### src/rtl/ihpq_pkg.sv
// Package for the interval heap priority queue: key type, command and
// status codes, sequencer states and the compare unit's result struct.
// No dependencies.
`default_nettype none

package ihpq_pkg;

    localparam int KEY_W   = 31;
    localparam int CMD_W   = 2;
    localparam int STAT_W  = 2;
    localparam int COUNT_W = 8;

    typedef logic [KEY_W-1:0] key_t;

    typedef enum logic [CMD_W-1:0] {
        CMD_INSERT = 2'd0,
        CMD_DELETE = 2'd1,
        CMD_UPDATE = 2'd2,
        CMD_NOP    = 2'd3
    } cmd_t;

    typedef enum logic [STAT_W-1:0] {
        ST_OK       = 2'd0,
        ST_FULL     = 2'd1,
        ST_EMPTY    = 2'd2,
        ST_NOTFOUND = 2'd3
    } status_t;

    typedef enum logic [4:0] {
        S_IDLE,
        S_DEL_RD,
        S_RM_START,
        S_RM_ROOT2,
        S_RM_LAST,
        S_RM_CHILD,
        S_RM_C0,
        S_RM_C1,
        S_RM_EVAL,
        S_RM_SWAP,
        S_RM_FINAL,
        S_RM_DONE,
        S_INS_START,
        S_INS_RD,
        S_INS_HI,
        S_UP_STEP,
        S_UP_CMP,
        S_SC_RD,
        S_SC_LO,
        S_SC_HI,
        S_PATH_STEP,
        S_PATH_WR,
        S_FIN_RD,
        S_DONE
    } state_t;

    typedef struct packed {
        logic lt;
        logic eq;
        logic gt;
    } cmp_res_t;

endpackage

`default_nettype wire

### src/rtl/ihpq_ram.sv
// Single-port-write, single-port-read memory with registered read data.
// Holds one end (low or high) of every heap node. Uses ihpq_pkg.
`default_nettype none

module ihpq_ram #(
    parameter int DEPTH = 64,
    parameter int AW    = 6
) (
    input  wire                  clk,
    input  wire                  we,
    input  wire [AW-1:0]         waddr,
    input  wire ihpq_pkg::key_t  wdata,
    input  wire                  re,
    input  wire [AW-1:0]         raddr,
    output ihpq_pkg::key_t       rdata
);
    import ihpq_pkg::*;

    key_t mem [DEPTH];
    key_t rdata_reg;

    always_ff @(posedge clk)
    begin
        if (we)
        begin
            mem[waddr] <= wdata;
        end
    end

    // hold read data until the next read is issued
    always_ff @(posedge clk)
    begin
        if (re)
        begin
            rdata_reg <= mem[raddr];
        end
    end

    assign rdata = rdata_reg;

endmodule

`default_nettype wire

### config.mk
export PLATFORM = sky130hd
export DESIGN_NAME = ihpq_ram
export DESIGN_NICKNAME = d
export VERILOG_FILES = /design/src/rtl/ihpq_pkg.sv /design/src/rtl/ihpq_ram.sv
export SDC_FILE = /design/constraint.sdc
export NUM_CORES = 2
export LEC_CHECK = 0
export BUFFER_PORTS_ARGS = -buffer_cell sky130_fd_sc_hd__buf_2
export CAP_MARGIN = 30
export CORE_ASPECT_RATIO = 0.9
export CORE_MARGIN = 10
export CORE_UTILIZATION = 45
export CTS_BUF_LIST = sky130_fd_sc_hd__clkbuf_2
export DETAILED_ROUTE_END_ITERATION = 10
export PLACE_DENSITY = 0.66
export SYNTH_ARGS = -nofsm -noshare
export SYNTH_HDL_FRONTEND = slang
export SYNTH_SLANG_ARGS = --single-unit
### constraint.sdc
create_clock -name clk -period 4.4 [get_ports clk]
set_input_delay 0.44 -clock clk [delete_from_list [all_inputs] [get_ports clk]]
set_output_delay 0.44 -clock clk [all_outputs]
set_load 0.05 [all_outputs]
==> run metrics <==
GP Congestion=roughly 0.78; most used cell, CP=dlygate4sd3_1; met1 Usage GRT=29.0%; die area=~0.19 mm^2; most used routing layer=met2; RSZ-0062 raised after global routing=false; share of cells above drive strength 1=between 30% and 40%; cell taking the most area after synthesis=edfxtp_1; Max-cap violations=0; clock slew seen by the registers of the worst setup and hold paths=around 100 ps; peak supply drop=0.000310 V; worst-path fanout max=1; synth warn=0; number of global-route vias before repair=roughly 40000; Hold Startpoint=wdata[13]; DR vias/cell=between 5 and 6; CTS Buf Count=480; hold_ws=211 ps; ANT nets after route=0; Setup Viol. Count Final=0; Top delay family on crit path=buffers and inverters; syn_nets=about 3500; Worst EP required=approximately 6000 ps; Vias=slightly below 40000; area grow syn2layout=12.9%; DR WL/cell=between 20 and 30 um; Synth area leaders=edfxtp_1 (79%), mux4_2 (12%), mux2i_1 (3.9%); fin crit share=a little over four fifths; Slew Limit Fails=0; width of the die=roughly 450 um; Max clock buf depth=4; TNS Setup=0 ps; Mapped Avg Cell Area=~22 um^2; DRC Markers=0; worst r2r src=mem[38][25]; iteration-0 DRC count of the detailed router=around 4700; crit end category=flop; R2R cell count=8; share of the synthesized area in the top cell type=between 70 and 80%; core area=0.169 mm^2; global-route wire length before repair=about 280 mm; Comb power frac=under 10%; slowest stage delay, CP=680 ps; WP buf/inv=3; Slew HR=between 15 and 20%; TritonCTS clock tree=built; Net Switching=about 8.5 mW; Yosys cell types=32; status=finished clean; final hold vios=0; HP Class=in -> reg; Synth Register Bits=about 2000; First-pass DRT Iterations=5; GR Util met2=32.0%; Clock power frac=32.7%; Port-buffer cells=76; Crit path depth=8; DP HPWL=106 mm; clk_skew=between 150 and 200 ps; CP Data Arrival Time=approximately 5300 ps; GRT met3 Usage=4.65%; post-synthesis sequential area ratio=between 70 and 80%; cells along the critical path=mux4_2 -> mux2i_1 -> nor2_1 -> dlygate4sd3_1 -> a211oi_1 -> dlygate4sd3_1 -> nor3_1 -> dlygate4sd3_1; fin crit period=3720 ps; Critical Path End=rdata[25]; Detailed Route WL=around 190 mm; Sw Ratio=about 24%; Setup Crit Path Kind=reg -> reg; filler cell count=between 10000 and 15000; CP Launch Type=flop; max reg flops=1984; worst slew pin tran=about 1200 ps; FP Rows=between 100 and 150; Synth Instances=3418; reg-to-reg slack, setup=680 ps; internal power=approximately 26 mW; H-Tree Depth=5; Initial Util=~45%; f_max=roughly 270 MHz; root buf cell=clkbuf_2; Post-Syn Area=0.0766 mm^2; GRT Overall Usage=between 20% and 30%; Nets=4125; die height=411 um; Pleak=~29 nW; initial antenna violation count=8; I/O Pins=between 70 and 80; clk_lat worst skew=about 1900 ps; Worst Setup SP=mem[38][25]; Critical-path top delay cell=mux2i_1; total grt overflow=0; largest net degree at the start of global routing=~120; PwrDens=403 mW/mm^2; share of total power in sequential cells=between 60% and 70%; clock sinks=2015; RR Endpoint=rdata[25]
## layout by cell type, fill, tap and decap left out, drive strengths merged, types with 52 or more instances in the layout
cell type    count
dlygate4sd3    108
mux4           403
a31oi           52
nor2            77
edfxtp        2015
mux2i          295
o21ai           52
buf            265
clkbuf         696
clkinv          91
o22ai           85
a22oi          104
## worst register-to-register path, stage by stage, from the launching register on
cell and delay, ps:
edfxtp_1 360, mux4_2 450, mux2i_1 680, nor2_1 70, dlygate4sd3_1 580, a211oi_1 220
dlygate4sd3_1 580, nor3_1 40, dlygate4sd3_1 550
## worst min path at each step
stage	cells past startpoint	to	slack [ps]
floorplan	0	mem[0][0]	540
global placement	4	rdata[13]	820
detailed placement	1	mem[61][0]	780
CTS	6	mem[30][30]	3
global route	6	rdata[12]	50
finish	4	mem[29][13]	210
## synthesized netlist by cell type (all sizes together)
cell type / n
and3: 26
mux2: 7
a21oi: 2
a211oi: 3
buf: 116
nand2: 10
a31oi: 52
a311oi: 2
or2: 1
nor2: 77
mux2i: 295
nand2b: 5
nand4b: 1
nor2b: 6
edfxtp: 2015
or3b: 3
and2: 1
nand3: 6
clkbuf: 79
a22oi: 104
mux4: 403
nand4: 2
nand3b: 5
a21o: 26
o31ai: 26
o21ai: 52
o22ai: 85
or3: 1
nor3: 7
## power by group through the flow
stage / registers (mW) / logic [mW] / clock network (mW)
2_1_floorplan: 21.8 / 1.00 / 0
3_3_place_gp: 21.8 / 1.93 / 0
3_5_place_dp: 21.8 / 2.00 / 0
4_1_cts: 21.3 / 2.12 / 11.7
5_1_grt: 21.3 / 2.23 / 12.7
6_report: 21.3 / 2.11 / 11.4
## final cells by class
type | count | area (um^2) | area share (%)
antenna | 13 | 32.5 | 0.0376
clock buffer | 695 | 3480 | 4.02
clock inverter | 101 | 474 | 0.548
multi-input combinational | 1208 | 15700 | 18.1
sequential | 2015 | 60500 | 69.9
tap | 2247 | 2810 | 3.25
timing repair buffer | 374 | 3530 | 4.08
## what timing repair did
item                      in CTS  in global routing
setup buffers                  0                  0
hold buffers                 115                  0
gates resized for setup        0                  0
hold endpoints to repair    3972                  0
## kinds of logic after synthesis
family / synth area share, %
AO/OA/AOI/OAI: 3.05
multiplexers: 15.8
flip-flops: 79.0
buffers and inverters: 1.22
AND/OR/NAND/NOR: 0.949
## routing by layer
metal,up-vias,wire length (um)
li1,16175,-
met1,20436,79900
met2,1931,91500
met3,295,17200
met4,2,4160
met5,-,13
## stage by stage
stage               cells  util [%]  power [mW]  cell area (um^2)  setup WS (ps)
floorplan            3418         -        22.8             76600            871
global placement     5707      47.8        23.7             80900            967
detailed placement   5727      48.1        23.8             81300            989
CTS                  6638      51.1        35.1             86500            637
global route         6651      51.2        36.3             86500            516
finish               6653      51.2        34.8             86500            676
No activity file was read; power rests on OpenSTA's default activity.
