### src/rtl/ihpq_pkg.sv
// Package for the interval heap priority queue: key type, command and
// status codes, sequencer states and the compare unit's result struct.
// No dependencies.
`default_nettype none

package ihpq_pkg;

    localparam int KEY_W   = 31;
    localparam int CMD_W   = 2;
    localparam int STAT_W  = 2;
    localparam int COUNT_W = 8;

    typedef logic [KEY_W-1:0] key_t;

    typedef enum logic [CMD_W-1:0] {
        CMD_INSERT = 2'd0,
        CMD_DELETE = 2'd1,
        CMD_UPDATE = 2'd2,
        CMD_NOP    = 2'd3
    } cmd_t;

    typedef enum logic [STAT_W-1:0] {
        ST_OK       = 2'd0,
        ST_FULL     = 2'd1,
        ST_EMPTY    = 2'd2,
        ST_NOTFOUND = 2'd3
    } status_t;

    typedef enum logic [4:0] {
        S_IDLE,
        S_DEL_RD,
        S_RM_START,
        S_RM_ROOT2,
        S_RM_LAST,
        S_RM_CHILD,
        S_RM_C0,
        S_RM_C1,
        S_RM_EVAL,
        S_RM_SWAP,
        S_RM_FINAL,
        S_RM_DONE,
        S_INS_START,
        S_INS_RD,
        S_INS_HI,
        S_UP_STEP,
        S_UP_CMP,
        S_SC_RD,
        S_SC_LO,
        S_SC_HI,
        S_PATH_STEP,
        S_PATH_WR,
        S_FIN_RD,
        S_DONE
    } state_t;

    typedef struct packed {
        logic lt;
        logic eq;
        logic gt;
    } cmp_res_t;

endpackage

`default_nettype wire

### src/rtl/ihpq_cmp.sv
// Shared key comparator used by the sift, search and insert steps.
// Uses ihpq_pkg.
`default_nettype none

module ihpq_cmp (
    input  wire ihpq_pkg::key_t     a,
    input  wire ihpq_pkg::key_t     b,
    output ihpq_pkg::cmp_res_t      res
);
    import ihpq_pkg::*;

    always_comb
    begin
        res.lt = (a < b);
        res.eq = (a == b);
        res.gt = (a > b);
    end

endmodule

`default_nettype wire

### config.mk
export PLATFORM = sky130hd
export DESIGN_NAME = ihpq_cmp
export DESIGN_NICKNAME = d
export VERILOG_FILES = /design/src/rtl/ihpq_pkg.sv /design/src/rtl/ihpq_cmp.sv
export SDC_FILE = /design/constraint.sdc
export NUM_CORES = 1
export LEC_CHECK = 0
export BUFFER_PORTS_ARGS = -buffer_cell sky130_fd_sc_hd__buf_2
export CAP_MARGIN = 20
export CORE_MARGIN = 2
export CORE_UTILIZATION = 42
export DETAILED_ROUTE_END_ITERATION = 16
export PLACE_DENSITY = 0.83
export SYNTH_ARGS = -nofsm -noshare
export SYNTH_HDL_FRONTEND = slang
export SYNTH_SLANG_ARGS = --single-unit
### constraint.sdc
create_clock -name vclk -period 2.1
set_clock_uncertainty 0.15 [all_clocks]
set_input_delay 0.315 -clock vclk [all_inputs]
set_output_delay 0.315 -clock vclk [all_outputs]
set_load 0.01 [all_outputs]
==> results.yml, run 1 <==
run_status:
  outcome: "complete, but fails checks"
  violations: "negative setup slack"
sta:
  slew_violations: 0
  period_needed_ns: 2.25
  timing.fmax_ghz: 0.445
  rsz0062_at_grt: "true"
  relSlewSlack_pct: 82.6
  finalSetupViolations: 1
  hold_viol: 0
  period_share_pct: 107
  worst_pin_slew_ns: 0.261
  setup_slack_ns: -0.149
  hold_slack_ns: 0.967
global_route:
  top_usage_layer: "met2"
  gr-total-overflow: 0
  grt_max_degree: 4
  grt_antenna_before_repair: 0
  grt.met1_usage_pct: 19.6
  grt_pass1_vias: 958
  grtUsageTotal_pct: 20.6
  use_met2_pct: 46.3
  grtUsageMet3_pct: 0.370
  grt_pass1_wl_um: 3520
worst_setup_path:
  crit_path_end_kind: "output pin"
  path_class: "input port to output pin"
  crit_required_ns: 1.63
  cp-start-kind: "input port"
  endpoint: "res[0]"
  critPathMaxStageDelay_ns: 0.30
  critPathSlowestCell: "ha_1"
  cp.arrival_ns: 1.78
  cp_max_fo: 3
  crit_top_cell: "buf_2"
  crit_chain: "buf_2, inv_1, ha_1, and4_1, and4_4, nand3_2, clkinv_2, o22ai_2, a31o_1, buf_2"
  crit_path_start: "b[17]"
clock_network:
  post_cts_buffers: 0
  cts-hold-fix-buffers: 0
cells_and_area:
  drive_gt1_share_pct: 65.9
  nets: 277
  stdcell_count: 209
  syn_to_final_growth_pct: 88.8
  fillerInstances: 117
  antenna_cells: 0
  final_common_cell: "buf_2"
  seq_cells: 0
  register_area_um2: 0
  final_cell_mix: "54 x buf_2, 17 x ha_4, 16 x inv_1, 13 x inv_2, 13 x ha_1"
  nClkBuffers: 0
detailed_routing:
  final_antenna_net_count: 0
  post-route-drc-count: 0
  dr.pass1.iters: 4
  drt_iter0_drc: 13
  wl_per_cell_um: 14.8
  routed_wl_um: 3090
  num_vias: 1125
  viasPerCell: 5.38
floorplan:
  core_mm2: 0.00190
  num_rows: 16
  die_x_um: 48.3
  dieArea_mm2: 0.00233
  die_y_um: 48.3
  ioPinCount: 65
  initial_utilization_pct: 43.3
placed_design:
  gp_congestion: 0.719
  hpwl_um: 1860
  io_buffers: 65
  dp.cells: 209
synth:
  syn_nets: 206
  syn_avg_cell_area_um2: 7.29
  yosys-top-cells-area: "ha_1 47%, inv_1 14%, a21oi_1 7.3%"
  netlist_area_um2: 823
  syn_inst: 113
  ys_warn_count: 0
  synth_top_cell_area_share_pct: 47.1
  synth_area_leader_cell: "ha_1"
  ys_seq_area_share_pct: 0
  ys_types: 21
pwr:
  p_comb_share_pct: 100.0
  ir_drop_v: 0.000113
  p_per_area_mw_per_mm2: 202
  p_switching_mw: 0.144
  power_leakage_nw: 0.816
  power.internal_mw: 0.170
  p_seq_share_pct: 0
  total_power_mw: 0.314
  clkPwrFrac_pct: 0
  swShare_pct: 45.9
hold_path:
  hold_class: "input port to output pin"
job:
  cap_violations: 0
-- logic make-up (layout without fill, tap and decap cells) --
| family | Yosys count | in the layout | synth area share [%] |
|---|---|---|---|
| buffers and inverters | 32 | 101 | 14.7 |
| adders and majority gates | 31 | 31 | 47.1 |
| and+or+nand+nor | 25 | 25 | 19.8 |
| AOI/OAI and AO/OA | 25 | 25 | 18.4 |
-- worst min path at each step --
| stage | startpoint | to | slack, ns | depth (start not counted) |
|---|---|---|---|---|
| finish | a[30] | res[2] | 0.97 | 6 |
| CTS | a[30] | res[2] | 0.95 | 6 |
| detailed placement | a[30] | res[2] | 1.01 | 6 |
| floorplan | a[30] | res[2] | 0.77 | 4 |
| global route | a[30] | res[2] | 0.99 | 6 |
| global placement | a[30] | res[2] | 0.99 | 6 |
-- final cells by class --
| type | count | area, um2 | share of cell area (%) |
|---|---|---|---|
| Timing Repair Buffer | 69 | 424 | 27.3 |
| Tap cell | 27 | 33.8 | 2.17 |
| Multi-Input combinational cell | 81 | 970 | 62.4 |
| Inverter | 32 | 126 | 8.13 |
-- power by group through the flow --
stage	registers, mW	logic [mW]	clock network [mW]
finish	0	0.314	0
global route	0	0.349	0
CTS	0	0.266	0
detailed placement	0	0.204	0
global placement	0	0.195	0
floorplan	0	0.113	0
-- synth_stat cells --
| master | number |
|---|---|
| nand3_2 | 1 |
| o22ai_1 | 1 |
| a221oi_1 | 2 |
| nand3_1 | 4 |
| a31o_1 | 2 |
| and4_1 | 3 |
| nand4_2 | 1 |
| clkinv_2 | 1 |
| nand4_1 | 1 |
| ha_1 | 31 |
| and4_4 | 2 |
| o211ai_1 | 1 |
| inv_1 | 31 |
| a21oi_1 | 12 |
| o21ai_0 | 4 |
| o31ai_1 | 1 |
| nand3b_1 | 1 |
| nor2_1 | 3 |
| a211oi_1 | 2 |
| nor3_4 | 1 |
| nand2_1 | 8 |
-- metrics by stage --
step	setup TNS (ns)	util, %	worst slack, ns	area (um2)
3_5_place_dp	-0.232	63.7	-0.145	1210
2_1_floorplan	0	-	0.130	823
6_report	-0.149	81.7	-0.149	1550
4_1_cts	-0.0566	77.6	-0.0540	1480
3_3_place_gp	-0.240	63.7	-0.150	1210
5_1_grt	-0.364	81.7	-0.229	1550
-- worst max-delay path: cells and delay by family --
kind,cells,cell delay [ns]
buffers and inverters,4,0.32
AOI/OAI and AO/OA,2,0.27
adders and majority gates,1,0.30
and+or+nand+nor,3,0.57
-- metal layers --
metal  vias up  share of wire (%)
li1        538                  -
met1       538                 34
met2        45                 59
met3         4                5.9
met4         0                1.4
met5         -                  0
-- timing repair --
| item | CTS | global route |
|---|---|---|
| gates resized for setup | 42 | 21 |
| pin swaps | 21 | 10 |
| endpoints found under the setup margin | 2 | 2 |
(Power assumes the default switching activity.)
==> run 2: changes to the inputs <==
--- a/config.mk
+++ b/config.mk
@@ -8,9 +8,9 @@
 export BUFFER_PORTS_ARGS = -buffer_cell sky130_fd_sc_hd__buf_2
 export CAP_MARGIN = 20
 export CORE_MARGIN = 2
-export CORE_UTILIZATION = 42
+export CORE_UTILIZATION = 45
 export DETAILED_ROUTE_END_ITERATION = 16
-export PLACE_DENSITY = 0.83
+export PLACE_DENSITY = 0.88
 export SYNTH_ARGS = -nofsm -noshare
 export SYNTH_HDL_FRONTEND = slang
 export SYNTH_SLANG_ARGS = --single-unit
==> constraint.sdc (replaced) <==
create_clock -name vclk -period 2.6
set_clock_uncertainty 0.15 [all_clocks]
set_input_delay 0.39 -clock vclk [all_inputs]
set_output_delay 0.39 -clock vclk [all_outputs]
set_load 0.01 [all_outputs]
==> run 2 against run 1 <==
Compared with the run above: the run now ends clean; hold slack better by 0.18 ns; critical path depth down 2; non-clock buffer count down 4; utilization down 13 points; combinational power down 49%; clock-buffer cell count unchanged; setup slack better by 0.32 ns; first-iteration DRC count down 38%; design area down 24%; power down 49%.
==> results.yml, run 2 (synthesis gave the netlist of run 1 again) <==
run_status:
  outcome: "completed"
global_route:
  grt_pass1_wl_um: 3210
  grt_max_degree: 5
  grtUsageTotal_pct: 18.7
  grt_antenna_before_repair: 0
  gr-total-overflow: 0
  grt_pass1_vias: 949
floorplan:
  die_x_um: 46.8
  dieArea_mm2: 0.00219
  num_rows: 15
  initial_utilization_pct: 47.7
  die_y_um: 46.8
  core_mm2: 0.00173
  ioPinCount: 65
worst_setup_path:
  crit_chain: "buf_2, ha_1, a21oi_1, o21ai_0, a221oi_1, o22ai_1, a31o_1, buf_2"
  cp.arrival_ns: 1.88
  cp-start-kind: "input port"
  cp_max_fo: 2
  crit_required_ns: 2.06
  critPathMaxStageDelay_ns: 0.41
  path_class: "input port to output pin"
  crit_path_end_kind: "output pin"
  crit_top_cell: "buf_2"
  critPathSlowestCell: "a221oi_1"
placed_design:
  hpwl_um: 1830
  io_buffers: 65
  gp_congestion: 0.648
  placedInstanceArea_mm2: 0.00118
sta:
  timing.fmax_ghz: 0.412
  period_share_pct: 93.2
  period_needed_ns: 2.42
  rsz0062_at_grt: "false"
  worst_pin_slew_ns: 0.385
  hold_viol: 0
  finalSetupViolations: 0
  relSlewSlack_pct: 74.3
  setup_tns_ns: 0
  slew_violations: 0
  hold_slack_ns: 1.15
cells_and_area:
  seq_cells: 0
  antenna_cells: 0
  final_common_cell: "buf_2"
  nets: 273
  final_area_mm2: 0.00118
  final_cell_mix: "65 x buf_2, 31 x inv_1, 31 x ha_1, 12 x a21oi_1, 8 x nand2_1"
  drive_gt1_share_pct: 39.9
  syn_to_final_growth_pct: 43.3
  fillerInstances: 154
  register_area_um2: 0
  nClkBuffers: 0
job:
  cap_violations: 0
hold_path:
  hold_class: "input port to output pin"
detailed_routing:
  post-route-drc-count: 0
  viasPerCell: 4.96
  final_antenna_net_count: 0
  wl_per_cell_um: 9.37
  drt_iter0_drc: 8
  routed_wl_um: 1900
  dr.pass1.iters: 4
  num_vias: 1006
pwr:
  power_leakage_nw: 0.776
  p_comb_share_pct: 100.0
  power.internal_mw: 0.0845
  ir_drop_v: 0.0000766
  p_per_area_mw_per_mm2: 135
  p_seq_share_pct: 0
  p_switching_mw: 0.0749
  swShare_pct: 47.0
  clkPwrFrac_pct: 0
  total_power_mw: 0.159
clock_network:
  cts-hold-fix-buffers: 0
  post_cts_buffers: 0
  cts-resized-gates: 0
run 2: cell count changes in the layout (fill, tap and decap cells not counted), moves of 3 or more:
cell	delta
ha_1	+18
ha_4	-17
inv_1	+15
inv_2	-13
buf_2	+11
buf_6	-11
a21oi_1	+4
a21oi_2	-4
buf_4	-4
o21ai_0	+4
o21ai_1	-3
run 2: path summary, 6_finish.rpt:
path,startpoint,endpoint,cells past startpoint
min,a[30],res[2],6
max,a[16],res[0],8
run 2: through the flow:
| stage | instances | utilization (%) | setup slack [ns] |
|---|---|---|---|
| floorplan | 113 | - | 0.480 |
| global placement | 203 | 68.3 | 0.228 |
| detailed placement | 203 | 68.3 | 0.202 |
| CTS | 203 | 68.3 | 0.196 |
| global route | 203 | 68.3 | 0.0238 |
| finish | 203 | 68.3 | 0.176 |
run 2: per-layer routing:
layer	global-route usage (%)	part of all wire, %
met1	21.0	40
met2	40.3	53
met3	0.385	6.6
met4	0	0
met5	0	0
run 2: cell type report:
cell class | count | area (um2) | area share [%]
Multi-Input combinational cell | 81 | 702 | 59.5
Timing Repair Buffer | 65 | 325 | 27.6
Inverter | 32 | 121 | 10.3
Tap cell | 25 | 31.3 | 2.65
run 2: power by group through the flow:
stage	registers (mW)	clock network (mW)	logic (mW)
6_report	0	0	0.159
4_1_cts	0	0	0.162
3_3_place_gp	0	0	0.152
3_5_place_dp	0	0	0.161
5_1_grt	0	0	0.188
2_1_floorplan	0	0	0.0909
run 2: critical path: cells and delay by family:
| kind | cells | cell delay (ns) |
|---|---|---|
| compound gates | 5 | 0.96 |
| fa+ha+maj | 1 | 0.29 |
| buf+inv | 2 | 0.23 |
